File: config.mk
export PLATFORM = sky130hd
export DESIGN_NAME = knob_pickup_hysteresis_quantizer
export DESIGN_NICKNAME = d
export VERILOG_FILES = /design/src/rtl/kphq_pkg.sv /design/src/rtl/kphq_ram.sv /design/src/rtl/kphq_update.sv /design/src/rtl/knob_pickup_hysteresis_quantizer.sv
export SDC_FILE = /design/constraint.sdc
export NUM_CORES = 1
export LEC_CHECK = 0
export BUFFER_PORTS_ARGS = -buffer_cell sky130_fd_sc_hd__clkbuf_2
export CAP_MARGIN = 0
export CORE_AREA = 8 8 247 249
export CTS_CLUSTER_SIZE = 14
export DETAILED_ROUTE_END_ITERATION = 10
export DIE_AREA = 0 0 255 257
export PLACE_DENSITY = 0.79
export SLEW_MARGIN = 20
export SYNTH_ARGS = -nofsm -noshare
export SYNTH_HDL_FRONTEND = slang
export SYNTH_HIERARCHICAL = 1
export SYNTH_SLANG_ARGS = --single-unit
export TNS_END_PERCENT = 1
File: constraint.sdc
create_clock -name i_clk -period 10.15 [get_ports i_clk]
set_clock_uncertainty 0.15 [all_clocks]
set_input_delay 0.5075 -clock i_clk [delete_from_list [all_inputs] [get_ports i_clk]]
set_output_delay 0.5075 -clock i_clk [all_outputs]
set_load 0.02 [all_outputs]
File: src/rtl/kphq_pkg.sv
// shared types, constants and scaling functions for the knob pickup quantizer
`default_nettype none
package kphq_pkg;

    localparam int KNOB_COUNT  = 16;
    localparam int SAMPLE_BITS = 16;
    localparam int KNOB_AW     = (KNOB_COUNT > 1) ? $clog2(KNOB_COUNT) : 1;
    localparam int PICK_SHIFT  = SAMPLE_BITS - 8;
    localparam int PICK_STEP   = 1 << PICK_SHIFT;
    localparam int HYST_BAND   = 1 << (SAMPLE_BITS - 10);
    localparam int CFG_IDX_W   = 2;

    localparam logic [CFG_IDX_W-1:0] REG_PICKUP_MODE = 2'd0;
    localparam logic [CFG_IDX_W-1:0] REG_START_VALUE = 2'd1;

    localparam logic MODE_DIRECT = 1'b0;
    localparam logic MODE_CATCH  = 1'b1;

    localparam logic OP_CAPTURE = 1'b0;
    localparam logic OP_SAMPLE  = 1'b1;

    localparam logic [15:0] START_VALUE_RESET = 16'd6553;

    typedef logic [SAMPLE_BITS-1:0] t_sample;

    typedef struct packed {
        t_sample    init_pos;
        logic [7:0] shown;
    } t_pos_entry;

    typedef struct packed {
        t_sample value;
        logic    caught;
    } t_val_entry;

    // 16-bit reading to internal scale
    function automatic t_sample from16(input logic [15:0] x);
        logic [47:0] t;
        t = {8'b0, x, 24'b0};
        t = t >> (40 - SAMPLE_BITS);
        return t[SAMPLE_BITS-1:0];
    endfunction

    // internal scale back to 16 bits
    function automatic logic [15:0] to16(input t_sample v);
        logic [47:0] t;
        t = 48'(v) << 24;
        t = t >> (SAMPLE_BITS + 8);
        return t[15:0];
    endfunction

    function automatic logic [7:0] top8(input t_sample v);
        return v[SAMPLE_BITS-1 -: 8];
    endfunction

endpackage
`default_nettype wire

File: src/rtl/kphq_ram.sv
// generic single-port-write, registered-read memory
`default_nettype none
module kphq_ram #(
    parameter int WIDTH = 8,
    parameter int DEPTH = 16
) (
    input  wire logic                                       i_clk,
    input  wire logic                                       i_we,
    input  wire logic [((DEPTH > 1) ? $clog2(DEPTH) : 1)-1:0] i_waddr,
    input  wire logic [WIDTH-1:0]                           i_wdata,
    input  wire logic                                       i_re,
    input  wire logic [((DEPTH > 1) ? $clog2(DEPTH) : 1)-1:0] i_raddr,
    output logic      [WIDTH-1:0]                           o_rdata
);

    logic [WIDTH-1:0] r_mem [DEPTH];
    logic [WIDTH-1:0] r_rdata;

    always_ff @(posedge i_clk) begin
        if (i_we) begin
            r_mem[i_waddr] <= i_wdata;
        end
        if (i_re) begin
            r_rdata <= r_mem[i_raddr];
        end
    end

    assign o_rdata = r_rdata;

endmodule
`default_nettype wire

File: src/rtl/kphq_update.sv
// per-knob pickup decision and display hysteresis update
`default_nettype none
module kphq_update (
    input  wire logic                   i_op,
    input  wire logic                   i_mode,
    input  wire kphq_pkg::t_sample      i_raw,
    input  wire kphq_pkg::t_pos_entry   i_pos,
    input  wire kphq_pkg::t_val_entry   i_val,
    output kphq_pkg::t_pos_entry        o_pos,
    output kphq_pkg::t_val_entry        o_val
);
    import kphq_pkg::*;

    localparam int CW = SAMPLE_BITS + 2;

    t_sample        diff;
    t_sample        init_pos;
    t_sample        st;
    t_sample        st_n;
    logic           crossed;
    logic           caught_n;
    logic [7:0]     d;
    logic [7:0]     nd;
    logic [9:0]     d10;
    logic [9:0]     nd10;
    logic [CW-1:0]  st_ext;
    logic [CW-1:0]  thr_up;
    logic [CW-1:0]  thr_dn;
    logic [7:0]     shown_n;

    assign init_pos = i_pos.init_pos;
    assign st       = i_val.value;
    assign diff     = (init_pos > i_raw) ? (init_pos - i_raw) : (i_raw - init_pos);

    always_comb begin
        if (i_mode == MODE_DIRECT) begin
            crossed = (SAMPLE_BITS + 1)'(diff) > (SAMPLE_BITS + 1)'(PICK_STEP);
        end else begin
            crossed = ((init_pos > st) && (i_raw < st)) || ((init_pos < st) && (i_raw > st));
        end
    end

    assign caught_n = i_val.caught | crossed;
    assign st_n     = caught_n ? i_raw : st;

    assign d      = i_pos.shown;
    assign nd     = top8(st_n);
    assign d10    = {2'b0, d};
    assign nd10   = {2'b0, nd};
    assign st_ext = CW'(st_n);
    // code boundary plus or minus the hysteresis band
    assign thr_up = ((CW'(d) + CW'(1)) << PICK_SHIFT) + CW'(HYST_BAND);
    assign thr_dn = (CW'(d) << PICK_SHIFT) - CW'(HYST_BAND);

    always_comb begin
        priority if ((nd10 == d10 + 10'd1) && (st_ext > thr_up)) begin
            shown_n = nd;
        end else if (nd10 > d10 + 10'd1) begin
            shown_n = nd;
        end else if ((d10 != 10'd0) && (nd10 == d10 - 10'd1) && (st_ext < thr_dn)) begin
            shown_n = nd;
        end else if (nd10 + 10'd1 < d10) begin
            shown_n = nd;
        end else begin
            shown_n = d;
        end
    end

    always_comb begin
        if (i_op == OP_CAPTURE) begin
            o_pos.init_pos = i_raw;
            o_pos.shown    = top8(i_raw);
            o_val          = i_val;
        end else begin
            o_pos.init_pos = init_pos;
            o_pos.shown    = shown_n;
            o_val.value    = st_n;
            o_val.caught   = caught_n;
        end
    end

endmodule
`default_nettype wire

File: src/rtl/knob_pickup_hysteresis_quantizer.sv
// knob pickup quantizer: a request goes through the stage-1 and output registers;
// one request per cycle unless stalled; per-knob state is read from two memories
// and written back from stage 1; a bypass register covers back-to-back hits
// synchronous active-low reset restores the registers and marks every knob
// entry as unwritten, so entries read as their reset values with no clearing pass
`default_nettype none
module knob_pickup_hysteresis_quantizer (
    input  wire logic                               i_clk,
    input  wire logic                               i_rst_n,
    input  wire logic                               i_valid,
    output logic                                    o_stall,
    input  wire logic                               i_opcode,
    input  wire logic [3:0]                         i_knob,
    input  wire logic [15:0]                        i_raw_value,
    output logic                                    o_valid,
    input  wire logic                               i_stall,
    output logic [3:0]                              o_knob_out,
    output logic [7:0]                              o_display_value,
    output logic                                    o_is_caught,
    output logic [15:0]                             o_stored_value,
    input  wire logic                               i_cfg_valid,
    output logic                                    o_cfg_ready,
    input  wire logic [kphq_pkg::CFG_IDX_W-1:0]     i_cfg_index,
    input  wire logic [15:0]                        i_cfg_data
);
    import kphq_pkg::*;

    localparam int POS_W = $bits(t_pos_entry);
    localparam int VAL_W = $bits(t_val_entry);

    logic                   r_pickup_mode;
    logic [15:0]            r_start_value;
    logic [KNOB_COUNT-1:0]  r_pos_vld;
    logic [KNOB_COUNT-1:0]  r_val_vld;

    logic                   r_s1_valid;
    logic                   r_s1_op;
    logic [3:0]             r_s1_knob;
    logic                   r_s1_inrange;
    t_sample                r_s1_raw;

    logic                   r_byp_pos_vld;
    logic                   r_byp_val_vld;
    logic [KNOB_AW-1:0]     r_byp_addr;
    t_pos_entry             r_byp_pos;
    t_val_entry             r_byp_val;

    logic                   r_out_valid;
    logic [3:0]             r_out_knob;
    logic [7:0]             r_out_display;
    logic                   r_out_caught;
    logic [15:0]            r_out_stored;

    logic                   n_s1_valid;
    logic                   n_out_valid;

    logic                   accept_in;
    logic                   fire1;
    logic                   we;
    logic                   cfg_we;
    logic                   start_we;
    logic [KNOB_AW-1:0]     s1_addr;
    logic [POS_W-1:0]       ram_pos_q;
    logic [VAL_W-1:0]       ram_val_q;
    t_pos_entry             pos_cur;
    t_val_entry             val_cur;
    t_val_entry             val_reset;
    t_pos_entry             pos_n;
    t_val_entry             val_n;

    assign fire1     = r_s1_valid && (!r_out_valid || !i_stall);
    assign o_stall   = r_s1_valid && !fire1;
    assign accept_in = i_valid && !o_stall;
    assign we        = fire1 && r_s1_inrange;
    assign s1_addr   = KNOB_AW'(r_s1_knob);

    assign o_cfg_ready = 1'b1;
    assign cfg_we      = i_cfg_valid && o_cfg_ready;
    assign start_we    = cfg_we && (i_cfg_index == REG_START_VALUE);

    kphq_ram #(.WIDTH(POS_W), .DEPTH(KNOB_COUNT)) u_pos_ram (
        .i_clk   (i_clk),
        .i_we    (we),
        .i_waddr (s1_addr),
        .i_wdata (pos_n),
        .i_re    (accept_in),
        .i_raddr (KNOB_AW'(i_knob)),
        .o_rdata (ram_pos_q)
    );

    kphq_ram #(.WIDTH(VAL_W), .DEPTH(KNOB_COUNT)) u_val_ram (
        .i_clk   (i_clk),
        .i_we    (we),
        .i_waddr (s1_addr),
        .i_wdata (val_n),
        .i_re    (accept_in),
        .i_raddr (KNOB_AW'(i_knob)),
        .o_rdata (ram_val_q)
    );

    assign val_reset.value  = from16(r_start_value);
    assign val_reset.caught = 1'b0;

    // newest write wins over the memory, unwritten entries read as reset values
    always_comb begin
        if (r_byp_pos_vld && (r_byp_addr == s1_addr)) begin
            pos_cur = r_byp_pos;
        end else if (r_pos_vld[s1_addr]) begin
            pos_cur = t_pos_entry'(ram_pos_q);
        end else begin
            pos_cur = '0;
        end
        if (r_byp_val_vld && (r_byp_addr == s1_addr)) begin
            val_cur = r_byp_val;
        end else if (r_val_vld[s1_addr]) begin
            val_cur = t_val_entry'(ram_val_q);
        end else begin
            val_cur = val_reset;
        end
    end

    kphq_update u_update (
        .i_op   (r_s1_op),
        .i_mode (r_pickup_mode),
        .i_raw  (r_s1_raw),
        .i_pos  (pos_cur),
        .i_val  (val_cur),
        .o_pos  (pos_n),
        .o_val  (val_n)
    );

    assign n_s1_valid  = accept_in || (r_s1_valid && !fire1);
    assign n_out_valid = fire1 || (r_out_valid && i_stall);

    always_ff @(posedge i_clk) begin
        if (!i_rst_n) begin
            r_pickup_mode <= MODE_CATCH;
            r_start_value <= START_VALUE_RESET;
            r_pos_vld     <= '0;
            r_val_vld     <= '0;
            r_s1_valid    <= 1'b0;
            r_byp_pos_vld <= 1'b0;
            r_byp_val_vld <= 1'b0;
            r_out_valid   <= 1'b0;
        end else begin
            r_s1_valid  <= n_s1_valid;
            r_out_valid <= n_out_valid;
            if (cfg_we && (i_cfg_index == REG_PICKUP_MODE)) begin
                r_pickup_mode <= i_cfg_data[0];
            end
            if (start_we) begin
                r_start_value <= i_cfg_data;
                r_val_vld     <= '0;
                r_byp_val_vld <= 1'b0;
            end else if (we) begin
                r_val_vld[s1_addr] <= 1'b1;
                r_byp_val_vld      <= 1'b1;
            end
            if (we) begin
                r_pos_vld[s1_addr] <= 1'b1;
                r_byp_pos_vld      <= 1'b1;
            end
        end
    end

    always_ff @(posedge i_clk) begin
        if (accept_in) begin
            r_s1_op      <= i_opcode;
            r_s1_knob    <= i_knob;
            r_s1_inrange <= (7'(i_knob) < 7'(KNOB_COUNT));
            r_s1_raw     <= from16(i_raw_value);
        end
        if (we) begin
            r_byp_addr <= s1_addr;
            r_byp_pos  <= pos_n;
            r_byp_val  <= val_n;
        end
        if (fire1) begin
            r_out_knob <= r_s1_knob;
            if (r_s1_inrange) begin
                r_out_display <= pos_n.shown;
                r_out_caught  <= val_n.caught;
                r_out_stored  <= to16(val_n.value);
            end else begin
                r_out_display <= '0;
                r_out_caught  <= 1'b0;
                r_out_stored  <= '0;
            end
        end
    end

    assign o_valid         = r_out_valid;
    assign o_knob_out      = r_out_knob;
    assign o_display_value = r_out_display;
    assign o_is_caught     = r_out_caught;
    assign o_stored_value  = r_out_stored;

endmodule
`default_nettype wire
==> flow_summary.toml <==
[sta]
finalHoldViolations = 0
maxSlewHeadroom_pct = 24.5
maxSlewViolCount = 0
fin_crit_ns = 9.68
fin_hold_ws_ns = 0.0534
finalSetupViolations = 0
fin_crit_sh_pct = 95.4
max_freq_ghz = 0.103
tightest_slew_ns = 1.13
rsz0062_at_grt = "false"

[global_route]
grt-ovfl-total = 0
grt_start_max_net_pins = 105
grt_first_pass_wirelength_um = 135000
antenna_found_initial = 1
grt_pass1_vias = 21000
grt_usage_pct = 27.8

[critical_path]
crit_fanout = 16
reg2regPathDepth = 32
required_ns = 10.48
start_kind = "flip-flop"
cp_slowest_cell = "mux4_2"
ff2ff_setup_slack_ns = 0.47
worst_path_largest_cell_delay_ns = 0.77
reg2reg_from = "r_s1_knob[0]"
cpMostUsedCell = "ha_1"
r2r_end = "u_pos_ram/r_mem[9][3]"
worstSetupEndpointType = "flip-flop"
path_class = "flip-flop to flip-flop"
critPathArrivalTime_ns = 10.01

[min_path]
hold_class = "input port to flip-flop"
min_to = "r_start_value[14]"
hold_depth = 3
min-delay-start = "i_cfg_data[14]"

[cts]
cts_max_level = 3
cts_made_buffers = 82
cts.reportedPaths.clkPinSlew_ns = 0.06
numClockSinks = 816
cts-root-buf = "clkbuf_16"
cts_buffer_depth = 3
clk_latency_ns = 0.64
tritoncts = "done"

[routing]
drt-vias-per-instance = 6.75
first_pass_iters = 6
routedWlPerCell_um = 29.6
route.detailed.drc = 0
num_vias = 21200
drt_iter0_markers = 2475
drt_wl_total_um = 92900
drtAntennaViolNets = 0

[placement]
dp.final_hpwl_um = 54600
port_buffers = 74
gp_congestion = 0.984

[die]
start_util_pct = 62.0
core_mm2 = 0.0570
rows = 88
die_w_um = 255
die_h_um = 257
die_area_mm2 = 0.0655
ios = 76

[synthesis]
synth-seq-cells = 816
syn_nets = 2284
postSynthAreaPerCell_um2 = 16.5
synth_edf_count = 763
synth_ff_type = "edfxtp_1"
synth_common_cells = "edfxtp_1, mux4_2, nand2_1"
synth_most_common_cell = "edfxtp_1"
synth.distinct_cells = 82
async_flop_share_pct = 0
yosysSeqAreaShare_pct = 67.7
synth_area_mm2 = 0.0354
ys_top_cells_by_area = "edfxtp_1, mux4_2, ha_1"
ys_warn_count = 6
syn-instance-count = 2151
yosysTopAreaCellShare_pct = 64.7
yosysTopAreaCell = "edfxtp_1"

[pwr]
ir_drop_mv = 0.186
cellPowerDensity_mw_per_mm2 = 185
p_leak_nw = 13.6
total_power_mw = 7.40

[cells_and_area]
fillCellCount = 3558
layout.nets = 2438
drive_above_1_share_pct = 23.3
area_delta_synth_final_pct = 12.8
antenna_cells = 0

[run_status]
status = "completed"

[flow_run]
drv_cap = 0
[through the flow]
stage / area [um^2] / setup TNS, ns / util (%) / instances / setup slack (ns)
detailed placement: 36800 / -13.79 / 64.6 / 2942 / -0.254
floorplan: 35400 / 0 / - / 2151 / 1.98
CTS: 39700 / 0 / 69.7 / 3125 / 0.107
finish: 39900 / 0 / 70.0 / 3136 / 0.468
global placement: 36800 / 0 / 64.5 / 2942 / 0.0878
global route: 39900 / 0 / 70.0 / 3136 / 0.0329
[kinds of logic after synthesis]
logic type               after synthesis  share of synthesized area [%]
flip-flops                           816                           67.7
AND/OR/NAND/NOR                      402                           5.59
XOR/XNOR                              38                          0.940
buffers and inverters                219                           2.99
adder cells (fa/ha/maj)               89                           3.19
multiplexers                         184                           11.4
AO/OA/AOI/OAI                        402                           8.19
other                                  1                         0.0106
[worst max-delay path: cells and delay by family (launching register included)]
kind	cells	cell delay, ns
xor gates and xnor gates	2	0.31
buffers and inverters	3	0.67
DFF	1	0.54
muxes	4	1.96
and+or+nand+nor	7	1.64
AOI/OAI and AO/OA	13	3.24
adders and majority gates	3	1.01
[layer usage]
metal / track usage (%) / wire (um) / vias up
li1: - / - / 8851
met1: 36.6 / 34000 / 10700
met2: 46.1 / 45900 / 1369
met3: 4.88 / 8920 / 250
met4: 10.8 / 4030 / 0
met5: 0 / 0 / -
[timing repair]
| item | CTS | global route |
|---|---|---|
| pin swaps | 0 | 1 |
| endpoints found under the setup margin | 136 | 136 |
| cloned | 0 | 1 |
| endpoints found under the hold margin | 34 | 0 |
| setup buffers | 0 | 6 |
| resized for setup | 2 | 10 |
| hold buffers | 33 | 0 |
[layout make-up]
cell class                 instances  area [um^2]  area share (%)
multi-input combinational       1117        10600            26.7
clock buffer                      96         2100            5.27
inverter                          94          353           0.884
clock inverter                    54          487            1.22
tap                              765          957            2.40
timing repair buffer             194         1380            3.46
sequential                       816        24000            60.1
[power breakdown]
group	internal (mW)	switching, mW
logic	0.225	0.419
registers	3.80	0.0438
clock network	1.63	1.28
[worst max path at each step]
stage	slack, ns	end	cells after the start	startpoint
after floorplan	1.98	o_display_value[0]	37	r_s1_knob[1]
after global placement	0.09	u_pos_ram/r_mem[6][2]	33	r_s1_knob[0]
after detailed placement	-0.25	u_pos_ram/r_mem[12][2]	35	r_s1_knob[0]
after CTS	0.11	u_pos_ram/r_mem[13][3]	31	r_s1_knob[0]
after global routing	0.03	u_pos_ram/r_mem[8][3]	32	r_s1_knob[0]
final	0.47	u_pos_ram/r_mem[9][3]	32	r_s1_knob[0]
[cells in the final DEF, fill, tap and decap left out, types with 23 or more instances in the layout]
master / n
nand3_1: 42
o21a_1: 46
xnor2_1: 31
buf_4: 83
nand2_1: 133
mux4_2: 171
dfxtp_1: 53
ha_1: 87
inv_1: 93
edfxtp_1: 763
nor3_1: 39
o21ai_0: 53
nor2_1: 39
o21ai_1: 33
a22oi_1: 84
nand4_1: 25
clkbuf_2: 72
o211ai_2: 23
dlygate4sd3_1: 33
clkbuf_16: 82
a21oi_1: 44
[state kept, by name (all words and copies together), names as in the netlist, 4 cells and up]
signal / flops
o_display_value: 8
r_byp_val: 16
r_s1_raw: 16
u_val_ram/o_rdata: 17
r_val_vld: 16
r_pos_vld: 16
u_pos_ram/r_mem: 384
u_pos_ram/o_rdata: 24
u_val_ram/r_mem: 272
r_byp_pos: 16
r_start_value: 16
r_s1_knob: 4
r_byp_addr: 4
(Power assumes the default switching activity.)
